File: src/i2c_master_register_sequencer_top_defines.svh
// ----------------------------------------------------------------------------
// I2C register sequencer assertion macros
// Shared concurrent assertion forms, clocked on clk and disabled in reset.
// ----------------------------------------------------------------------------
`ifndef I2C_MASTER_REGISTER_SEQUENCER_TOP_DEFINES_SVH
`define I2C_MASTER_REGISTER_SEQUENCER_TOP_DEFINES_SVH

// same-cycle implication
`define ASSERT_SAME(lbl, ante, cons, msg) \
  lbl: assert property (@(posedge clk) disable iff (rst) (ante) |-> (cons)) \
    else $error(msg);

// next-cycle implication
`define ASSERT_NEXT(lbl, ante, cons, msg) \
  lbl: assert property (@(posedge clk) disable iff (rst) (ante) |=> (cons)) \
    else $error(msg);

`endif

File: src/i2cms_pkg.sv
// ----------------------------------------------------------------------------
// I2C register sequencer package
// Operation and bus command codes, item and result types.
// ----------------------------------------------------------------------------
`timescale 1ns / 1ps

package i2cms_pkg;

  localparam logic [1:0] OP_WRITE = 2'd0;
  localparam logic [1:0] OP_READ  = 2'd1;
  localparam logic [1:0] OP_STEP  = 2'd2;

  localparam logic [2:0] CMD_NONE   = 3'd0;
  localparam logic [2:0] CMD_START  = 3'd1;
  localparam logic [2:0] CMD_SEND   = 3'd2;
  localparam logic [2:0] CMD_RSTART = 3'd3;
  localparam logic [2:0] CMD_RECV   = 3'd4;
  localparam logic [2:0] CMD_ACK    = 3'd5;
  localparam logic [2:0] CMD_STOP   = 3'd6;

  typedef struct packed {
    logic [1:0]  operation;
    logic [6:0]  device_address;
    logic [15:0] register_address;
    logic [7:0]  transfer_length;
    logic        nack_seen;
    logic [7:0]  received_byte;
    logic [7:0]  next_write_byte;
  } item_t;

  typedef struct packed {
    logic [2:0] bus_command;
    logic [7:0] command_byte;
    logic       ack_level;
    logic       write_byte_taken;
    logic       read_valid;
    logic [7:0] read_data;
    logic       busy_res;
    logic       rejected;
  } result_t;

endpackage

File: src/i2cms_in_stage.sv
// ----------------------------------------------------------------------------
// I2C register sequencer input stage
// Registers one incoming transfer and holds it while the core is stalled.
// ----------------------------------------------------------------------------
`timescale 1ns / 1ps

module i2cms_in_stage
  import i2cms_pkg::*;
(
  input  logic  clk,
  input  logic  rst,
  input  logic  in_valid,
  output logic  in_stall,
  input  item_t in_item,
  input  logic  core_ready,
  output logic  s1_valid,
  output item_t s1_item
);

  assign in_stall = s1_valid && !core_ready;

  always_ff @(posedge clk) begin
    if (rst) begin
      s1_valid <= 1'b0;
    end else if (!in_stall) begin
      s1_valid <= in_valid;
    end
  end

  always_ff @(posedge clk) begin
    if (!in_stall) begin
      s1_item <= in_item;
    end
  end

endmodule

File: src/i2cms_core.sv
// ----------------------------------------------------------------------------
// I2C register sequencer core
// Transfer phase FSM and result register; one item per cycle unless stalled.
// ----------------------------------------------------------------------------
`timescale 1ns / 1ps

module i2cms_core
  import i2cms_pkg::*;
(
  input  logic    clk,
  input  logic    rst,
  input  logic    s1_valid,
  input  item_t   s1_item,
  output logic    core_ready,
  output logic    out_valid,
  input  logic    out_stall,
  output result_t res
);

  typedef enum logic [3:0] {
    PH_IDLE, PH_START, PH_ADDR_W, PH_REG_HI, PH_REG_LO, PH_TX,
    PH_RESTART, PH_ADDR_R, PH_RX, PH_ACK, PH_STOP
  } phase_t;

  phase_t      phase, phase_next;
  logic [6:0]  target_address, target_address_next;
  logic [15:0] register_pointer, register_pointer_next;
  logic [7:0]  bytes_left, bytes_left_next;
  logic        read_mode, read_mode_next;
  logic        busy_flag, busy_flag_next;
  result_t     res_next;
  logic        step;

  assign core_ready = !out_valid || !out_stall;
  assign step       = s1_valid && core_ready;

  always_comb begin
    phase_next            = phase;
    target_address_next   = target_address;
    register_pointer_next = register_pointer;
    bytes_left_next       = bytes_left;
    read_mode_next        = read_mode;
    busy_flag_next        = busy_flag;
    res_next              = '0;
    res_next.bus_command  = CMD_NONE;

    if (s1_item.operation == OP_WRITE || s1_item.operation == OP_READ) begin
      if (busy_flag) begin
        res_next.rejected = 1'b1;
      end else begin
        target_address_next   = s1_item.device_address;
        register_pointer_next = s1_item.register_address;
        bytes_left_next       = s1_item.transfer_length;
        read_mode_next        = s1_item.operation[0];
        busy_flag_next        = 1'b1;
        phase_next            = PH_START;
        res_next.bus_command  = CMD_START;
      end
    end else if (s1_item.operation == OP_STEP && phase != PH_IDLE) begin
      if (phase != PH_START && phase != PH_STOP && s1_item.nack_seen) begin
        phase_next           = PH_STOP;
        res_next.bus_command = CMD_STOP;
      end else begin
        case (phase)
          PH_START: begin
            phase_next            = PH_ADDR_W;
            res_next.bus_command  = CMD_SEND;
            res_next.command_byte = {target_address, 1'b0};
          end
          PH_ADDR_W: begin
            phase_next            = PH_REG_HI;
            res_next.bus_command  = CMD_SEND;
            res_next.command_byte = register_pointer[15:8];
          end
          PH_REG_HI: begin
            phase_next            = PH_REG_LO;
            res_next.bus_command  = CMD_SEND;
            res_next.command_byte = register_pointer[7:0];
          end
          PH_REG_LO, PH_TX: begin
            if (read_mode && phase == PH_REG_LO) begin
              phase_next           = PH_RESTART;
              res_next.bus_command = CMD_RSTART;
            end else if (bytes_left != 8'd0) begin
              phase_next                = PH_TX;
              res_next.bus_command      = CMD_SEND;
              res_next.command_byte     = s1_item.next_write_byte;
              res_next.write_byte_taken = 1'b1;
              bytes_left_next           = bytes_left - 8'd1;
            end else begin
              phase_next           = PH_STOP;
              res_next.bus_command = CMD_STOP;
            end
          end
          PH_RESTART: begin
            phase_next            = PH_ADDR_R;
            res_next.bus_command  = CMD_SEND;
            res_next.command_byte = {target_address, 1'b1};
          end
          PH_ADDR_R: begin
            phase_next           = PH_RX;
            res_next.bus_command = CMD_RECV;
          end
          PH_RX: begin
            // zero-length read: count holds at zero, byte not delivered
            if (bytes_left != 8'd0) begin
              res_next.read_valid = 1'b1;
              res_next.read_data  = s1_item.received_byte;
              bytes_left_next     = bytes_left - 8'd1;
            end
            phase_next           = PH_ACK;
            res_next.bus_command = CMD_ACK;
            res_next.ack_level   = (bytes_left_next == 8'd0);
          end
          PH_ACK: begin
            if (bytes_left != 8'd0) begin
              phase_next           = PH_RX;
              res_next.bus_command = CMD_RECV;
            end else begin
              phase_next           = PH_STOP;
              res_next.bus_command = CMD_STOP;
            end
          end
          default: begin
            phase_next     = PH_IDLE;
            busy_flag_next = 1'b0;
          end
        endcase
      end
    end

    res_next.busy_res = busy_flag_next;
  end

  always_ff @(posedge clk) begin
    if (rst) begin
      phase            <= PH_IDLE;
      target_address   <= '0;
      register_pointer <= '0;
      bytes_left       <= '0;
      read_mode        <= 1'b0;
      busy_flag        <= 1'b0;
      out_valid        <= 1'b0;
    end else begin
      if (step) begin
        phase            <= phase_next;
        target_address   <= target_address_next;
        register_pointer <= register_pointer_next;
        bytes_left       <= bytes_left_next;
        read_mode        <= read_mode_next;
        busy_flag        <= busy_flag_next;
        res              <= res_next;
      end
      if (core_ready) begin
        out_valid <= s1_valid;
      end
    end
  end

endmodule

File: src/i2c_master_register_sequencer_top.sv
// ----------------------------------------------------------------------------
// I2C master register sequencer, top level
// Accepts one request or bus-step event per cycle while not stalled, and
// returns one result for each: an input register feeds the phase
// state machine, whose result register drives the output. The sustained rate
// is one transfer per clock; out_stall backs up through both registers.
// ----------------------------------------------------------------------------
`timescale 1ns / 1ps
`include "i2c_master_register_sequencer_top_defines.svh"

module i2c_master_register_sequencer_top
  import i2cms_pkg::*;
(
  input  logic        clk,
  input  logic        rst,
  input  logic        in_valid,
  output logic        in_stall,
  input  logic [1:0]  operation,
  input  logic [6:0]  device_address,
  input  logic [15:0] register_address,
  input  logic [7:0]  transfer_length,
  input  logic        nack_seen,
  input  logic [7:0]  received_byte,
  input  logic [7:0]  next_write_byte,
  output logic        out_valid,
  input  logic        out_stall,
  output logic [2:0]  bus_command,
  output logic [7:0]  command_byte,
  output logic        ack_level,
  output logic        write_byte_taken,
  output logic        read_valid,
  output logic [7:0]  read_data,
  output logic        busy_res,
  output logic        rejected
);

  item_t   in_item, s1_item;
  logic    s1_valid, core_ready;
  result_t res;

  assign in_item = '{operation:        operation,
                     device_address:   device_address,
                     register_address: register_address,
                     transfer_length:  transfer_length,
                     nack_seen:        nack_seen,
                     received_byte:    received_byte,
                     next_write_byte:  next_write_byte};

  i2cms_in_stage u_in_stage (
    .clk        (clk),
    .rst        (rst),
    .in_valid   (in_valid),
    .in_stall   (in_stall),
    .in_item    (in_item),
    .core_ready (core_ready),
    .s1_valid   (s1_valid),
    .s1_item    (s1_item)
  );

  i2cms_core u_core (
    .clk        (clk),
    .rst        (rst),
    .s1_valid   (s1_valid),
    .s1_item    (s1_item),
    .core_ready (core_ready),
    .out_valid  (out_valid),
    .out_stall  (out_stall),
    .res        (res)
  );

  assign bus_command      = res.bus_command;
  assign command_byte     = res.command_byte;
  assign ack_level        = res.ack_level;
  assign write_byte_taken = res.write_byte_taken;
  assign read_valid       = res.read_valid;
  assign read_data        = res.read_data;
  assign busy_res         = res.busy_res;
  assign rejected         = res.rejected;

  `ASSERT_NEXT(a_in_to_s1, in_valid && !in_stall, s1_valid, "accepted transfer lost")
  `ASSERT_SAME(a_rej_none, out_valid && rejected, bus_command == CMD_NONE && busy_res, "rejected request issued a command")
  `ASSERT_SAME(a_rd_ack, out_valid && read_valid, bus_command == CMD_ACK, "read data without ack")
  `ASSERT_SAME(a_wb_send, out_valid && write_byte_taken, bus_command == CMD_SEND && busy_res, "write byte taken without send")

endmodule
File: config.mk
export PLATFORM = sky130hd
export DESIGN_NAME = i2c_master_register_sequencer_top
export DESIGN_NICKNAME = d
export VERILOG_FILES = /design/src/i2cms_pkg.sv /design/src/i2cms_in_stage.sv /design/src/i2cms_core.sv /design/src/i2c_master_register_sequencer_top.sv
export VERILOG_INCLUDE_DIRS = /design/src /design/src/src
export SDC_FILE = /design/constraint.sdc
export NUM_CORES = 1
export LEC_CHECK = 0
export BUFFER_PORTS_ARGS = -buffer_cell sky130_fd_sc_hd__buf_2
export CAP_MARGIN = 20
export CORE_UTILIZATION = 45
export DETAILED_ROUTE_END_ITERATION = 10
export PLACE_DENSITY = 0.67
export SYNTH_ARGS = -nofsm -noshare
export SYNTH_HDL_FRONTEND = slang
export SYNTH_HIERARCHICAL = 1
export SYNTH_SLANG_ARGS = --single-unit
File: constraint.sdc
create_clock -name clk -period 2.8 [get_ports clk]
set_input_delay 0.42 -clock clk [delete_from_list [all_inputs] [get_ports clk]]
set_output_delay 0.42 -clock clk [all_outputs]
set_load 0.05 [all_outputs]
Word-level counts from Yosys, hierarchy flattened
Index checks and enable logic that the tools add are counted.

storage, ports and cells
  flip-flop bits (word level) = 113
  logic and storage cells = 116

operators by class
  add/subtract/negate cells = 1
  equality and inequality tests = 16
  mux-type cells = 42
  bitwise logic cells = 6
  reductions and logical operators = 28

operators by type and width
  cell                                                 count
  2-to-1 mux 8 bit                                     12
  one-hot mux 8 bit (5 select lines)                   1
  one-hot mux 4 bit (8 select lines)                   1
  2-to-1 mux 4 bit                                     6
  2-to-1 mux 22 bit                                    1
  2-to-1 mux 19 bit                                    1
  2-to-1 mux 9 bit                                     2
  equality test 4 x 3 -> 1 bit, second input constant  4
  one-hot mux 8 bit (2 select lines)                   1
  one-hot mux 3 bit (5 select lines)                   1
  2-to-1 mux 3 bit                                     4
  2-to-1 mux 1 bit                                     10
  OR reduction 5 bit                                   2
  OR reduction 9 bit                                   1
  equality test 4 x 2 -> 1 bit, second input constant  2
  equality test 4 bit, second input constant           2
  zero test 8 bit                                      1
  nonzero test 8 bit                                   1
  OR reduction 4 bit                                   2
  subtractor 8 x 1 -> 8 bit, second input constant     1
  logical AND 1 bit                                    6
  NOT 1 bit                                            6
  AND reduction 3 bit                                  2
  AND reduction 6 bit                                  1
  other kinds (18)                                     22

Longest topological paths before layout
  depth after elaboration = 11
  mapped depth = 8
  depth with buffers taken out = 7

Hierarchy
Netlist, hierarchy kept.

by module, submodules not included
  module          instances  cells each  area each (um^2)
  i2cms_core      1          347         3116.7
  i2cms_in_stage  1          55          1551.5

Worst setup path before layout
Ideal clock, no wire load.

  path type = register -> register
  start point = register u_core.out_valid
  end point = register u_core.phase[2]
  library setup time = 0.058 ns
  data arrival time = 2.262 ns
  setup slack = 0.480 ns
  cell stages (with the launch flop) = 5
  buffers on the path = 0
  period minus slack after synthesis = 2.320 ns
  path through = dfxtp_1 > a21bo_2 > nor2_1 > and4_1 > a21o_1

between the ends
  word-level cells in the longest chain between the ends = 4

ends and longest elaborated chain
  item                           RTL line           RTL
  start, declared                i2cms_core.sv:15   output logic out_valid,
  start signal, assigned         i2cms_core.sv:155  out_valid <= s1_valid;
  zero test 1 bit                i2cms_core.sv:34   assign core_ready = !out_valid || !out_stall;
  logical OR 1 bit               i2cms_core.sv:34
  logical AND 1 bit              i2cms_core.sv:35   assign step = s1_valid && core_ready;
  AND reduction 3 bit (no line)  --
  end signal, assigned           i2cms_core.sv:146  phase <= phase_next;
  end, declared                  i2cms_core.sv:25   phase_t phase, phase_next;

No other way between the ends.
A chain may end at the register's enable or synchronous reset.

Final worst setup path
  start point = register u_core.bytes_left[0]
  end point = register u_core.phase[2]

between the ends
  word-level cells in the longest chain between the ends = 7

ends and longest elaborated chain
  item                                RTL line           RTL
  start, declared                     i2cms_core.sv:28   logic [7:0] bytes_left, bytes_left_next;
  start signal, assigned              i2cms_core.sv:149  bytes_left <= bytes_left_next;
  nonzero test 8 bit                  i2cms_core.sv:84   end else if (bytes_left != 8'd0) begin
  2-to-1 mux 4 bit                    i2cms_core.sv:84
  2-to-1 mux 4 bit                    i2cms_core.sv:81   if (read_mode && phase == PH_REG_LO) begin
  one-hot mux 4 bit (8 select lines)  i2cms_core.sv:64   case (phase)
  2-to-1 mux 4 bit                    i2cms_core.sv:60   if (phase != PH_START && phase != PH_STOP && s1_item.nack_seen) begin
  2-to-1 mux 4 bit                    i2cms_core.sv:59   end else if (s1_item.operation == OP_STEP && phase != PH_IDLE) begin
  2-to-1 mux 4 bit                    i2cms_core.sv:47   if (s1_item.operation == OP_WRITE || s1_item.operation == OP_READ) begin

No other way between the ends. The select of a mux whose other input is x is not followed.

==> results.ini <==
[synth]
yosys_warnings = 6
synth_edf_count = 74
async_flop_share_pct = 0
synth_area_um2 = 4670
synth_area_leaders = edfxtp_1 48%, dfxtp_1 17%, nand2_1 5.0%
seq_area_frac_synth_pct = 64.3
synth_ff_type = edfxtp_1
yosys.area.top_type = edfxtp_1
synth_cells = 402
synth_seq_cells = 113
synthDistinctLibCells = 53
avgSynthCellArea_um2 = 11.6
synth_top_area_share_pct = 47.6
postSynthNetCount = 457

[global_route]
gr-max-usage-layer = met2
gr-usage-all-layers_pct = 18.8
gr-total-overflow = 0
grtUsageMet3_pct = 4.76
use_met1_pct = 22.1
grt_pass1_wl_um = 15600
grt_pass1_vias = 3252
met2_usage_pct = 31.9
grt_max_degree = 40
antenna_found_initial = 0

[timing]
clock_skew_ns = 0.00697
hold_viol_final = 0
setup_viol = 0
max_slew_margin_pct = 61.2
finalCritPeriodShare_pct = 87.5
rsz0062_at_grt = no
tightest_slew_ns = 0.580
slew_viol_final = 0
tns_ns = 0
max_freq_ghz = 0.408
fin_ws_ns = 0.351
layout_min_cycle_time_ns = 2.45

[cells_and_area]
most-common-layout-cells = 80 x buf_2, 74 x edfxtp_1, 62 x nand2_1
fin_nets = 543
final_core_util_pct = 58.4
layout_commonest_cell = buf_2
drive_gt1_share_pct = 28.3
area_growth_pct = 24.1
diodes = 0

[critical_path]
critPathRequiredTime_ns = 3.21
crit_type = reg -> reg
reg2reg_depth = 7
r2r_setup_slack_ns = 0.35
r2r_end = u_core/phase[2]$_SDFFE_PP0P_
cpPeakStageDelay_ns = 0.52
timing.rr.start = u_core/bytes_left[0]$_SDFFE_PP0P_
slowest_stage = or3b_2
crit_fanout = 8
crit_chain = inv_1 > ha_1 > or3b_2 > nor2_1 > o221ai_1 > and4_1 > a21o_1
arrival_ns = 2.86
worst-path-buf-inv = 1
crit_path_end_kind = flip-flop
start_kind = flip-flop
path_delay_family = simple AND/OR/NAND/NOR gates

[placed_design]
dp_hpwl_um = 6350
dpl_worst_slack_ns = 0.376
place_congestion = 0.880
io_buffers = 79

[detailed_routing]
drtIter0Drc = 200
ant_nets = 0
wirelength_um = 9600
via_per_inst = 5.31
remaining_drc_errors = 0
routedWlPerCell_um = 15.1
num_vias = 3365
dr.pass1.iters = 5

[clock_network]
cts_htree_levels = 4
post-cts-setup-buffers = 0
clk_latency_ns = 0.51
root_buffer = clkbuf_8
path_clk_slew_ns = 0.06
clockBufferDepth = 2
cts_resized = 0
cts.sinks = 113
cts_buffers = 17
holdBufCountCts = 0
cts_tree = yes

[floorplanning]
pin_count = 80
die-height_um = 104
core_um2 = 9910
fp.dieW_um = 104
start_util_pct = 47.1
dieArea_um2 = 10800
rows = 36

[run]
maxCapViolCount = 0

[run_status]
status = finished clean

[power]
p_leak_nw = 2.24
p_total_w = 0.00419
p_per_area_nw_per_um2 = 723
peakVddDrop_mv = 0.435

[hold_path]
min_path_cells = 1
min_to = u_in_stage/s1_item[15]$_DFFE_PN_
hold_start = received_byte[7]
hold_class = in -> reg

-- synth_stat cells (all sizes together), types with 3 or more instances --
cell type and instances:
a211o 3, a21o 3, a21oi 45, a222oi 7, a22oi 3, a31oi 4, and2 9, buf 6
clkbuf 18, dfxtp 39, edfxtp 74, inv 7, mux2 8, nand2 62, nand2b 5, nand3 3
nor2 26, nor2b 11, nor3 12, nor4 4, o211ai 3, o21ai 10, or3 4, or4 4
-- logic make-up (layout without fill, tap and decap cells) --
family	Yosys count	in the layout	share of synthesized area [%]
DFF	113	113	64.3
AOI/OAI and AO/OA	97	97	14.3
xor gates and xnor gates	1	1	0.188
adders and majority gates	1	1	0.268
and+or+nand+nor	150	150	16.1
muxes	9	9	2.14
buffers and inverters	31	130	2.73
-- power by group --
group	internal (W)	leakage [nW]	switching, W	total [W]
registers	0.00185	1.07	0.0000379	0.00188
logic	0.000108	0.896	0.000168	0.000276
clock network	0.00129	0.272	0.000741	0.00203
-- area by class of cell --
cell class                      count  area (µm²)
Fill cell                         862        4120
Multi-Input combinational cell    258        1550
Timing Repair Buffer               91         483
Clock buffer                       19         432
Inverter                            7        26.3
Clock inverter                     13         136
Tap cell                          133         166
Sequential cell                   113        3000
-- metal layers --
| layer | vias to the layer above | routed length [µm] |
|---|---|---|
| li1 | 1661 | - |
| met1 | 1560 | 3980 |
| met2 | 124 | 4830 |
| met3 | 20 | 568 |
| met4 | 0 | 225 |
| met5 | - | 0 |
-- worst reg2reg max path, delay by kind of cell, from the launching register on --
family / cells / cell delay (ns)
fa+ha+maj: 1 / 0.25
buf+inv: 1 / 0.13
simple gates: 3 / 1.25
flops: 1 / 0.34
compound gates: 2 / 0.39
-- state kept, by name (all words and copies together) (netlist names) --
signal and cells:
u_core/bytes_left 8, u_core/target_address 7, u_core/read_mode 1, u_core/out_valid 1
u_core/res 24, u_core/register_pointer 16, u_core/phase 4, u_core/busy_flag 1
u_in_stage/s1_item 50, u_in_stage/s1_valid 1
-- stage by stage --
step | cell area, µm² | hold slack (ns) | cells
CTS | 5790 | 0.0647 | 633
finish | 5790 | 0.0792 | 634
detailed placement | 5220 | 0.445 | 601
global placement | 5220 | 0.441 | 601
global route | 5790 | 0.0596 | 634
floorplan | 4670 | 0.433 | 402
-- worst max-delay path by stage --
stage                                       from                           end  slack [ns]  depth (start not counted)
2_1_floorplan      u_core/out_valid$_SDFFE_PP0N_  u_core/phase[2]$_SDFFE_PP0P_        0.48                          4
3_3_place_gp   u_core/bytes_left[0]$_SDFFE_PP0P_   u_core/res[8]$_SDFFCE_PP0P_        0.45                          6
3_5_place_dp   u_core/bytes_left[0]$_SDFFE_PP0P_   u_core/res[2]$_SDFFCE_PP0P_        0.38                          6
4_1_cts        u_core/bytes_left[0]$_SDFFE_PP0P_   u_core/res[2]$_SDFFCE_PP0P_        0.36                          6
5_1_grt        u_core/bytes_left[0]$_SDFFE_PP0P_  u_core/phase[2]$_SDFFE_PP0P_        0.18                          7
6_report       u_core/bytes_left[0]$_SDFFE_PP0P_  u_core/phase[2]$_SDFFE_PP0P_        0.35                          7
Power figures use the tool's default switching activity.
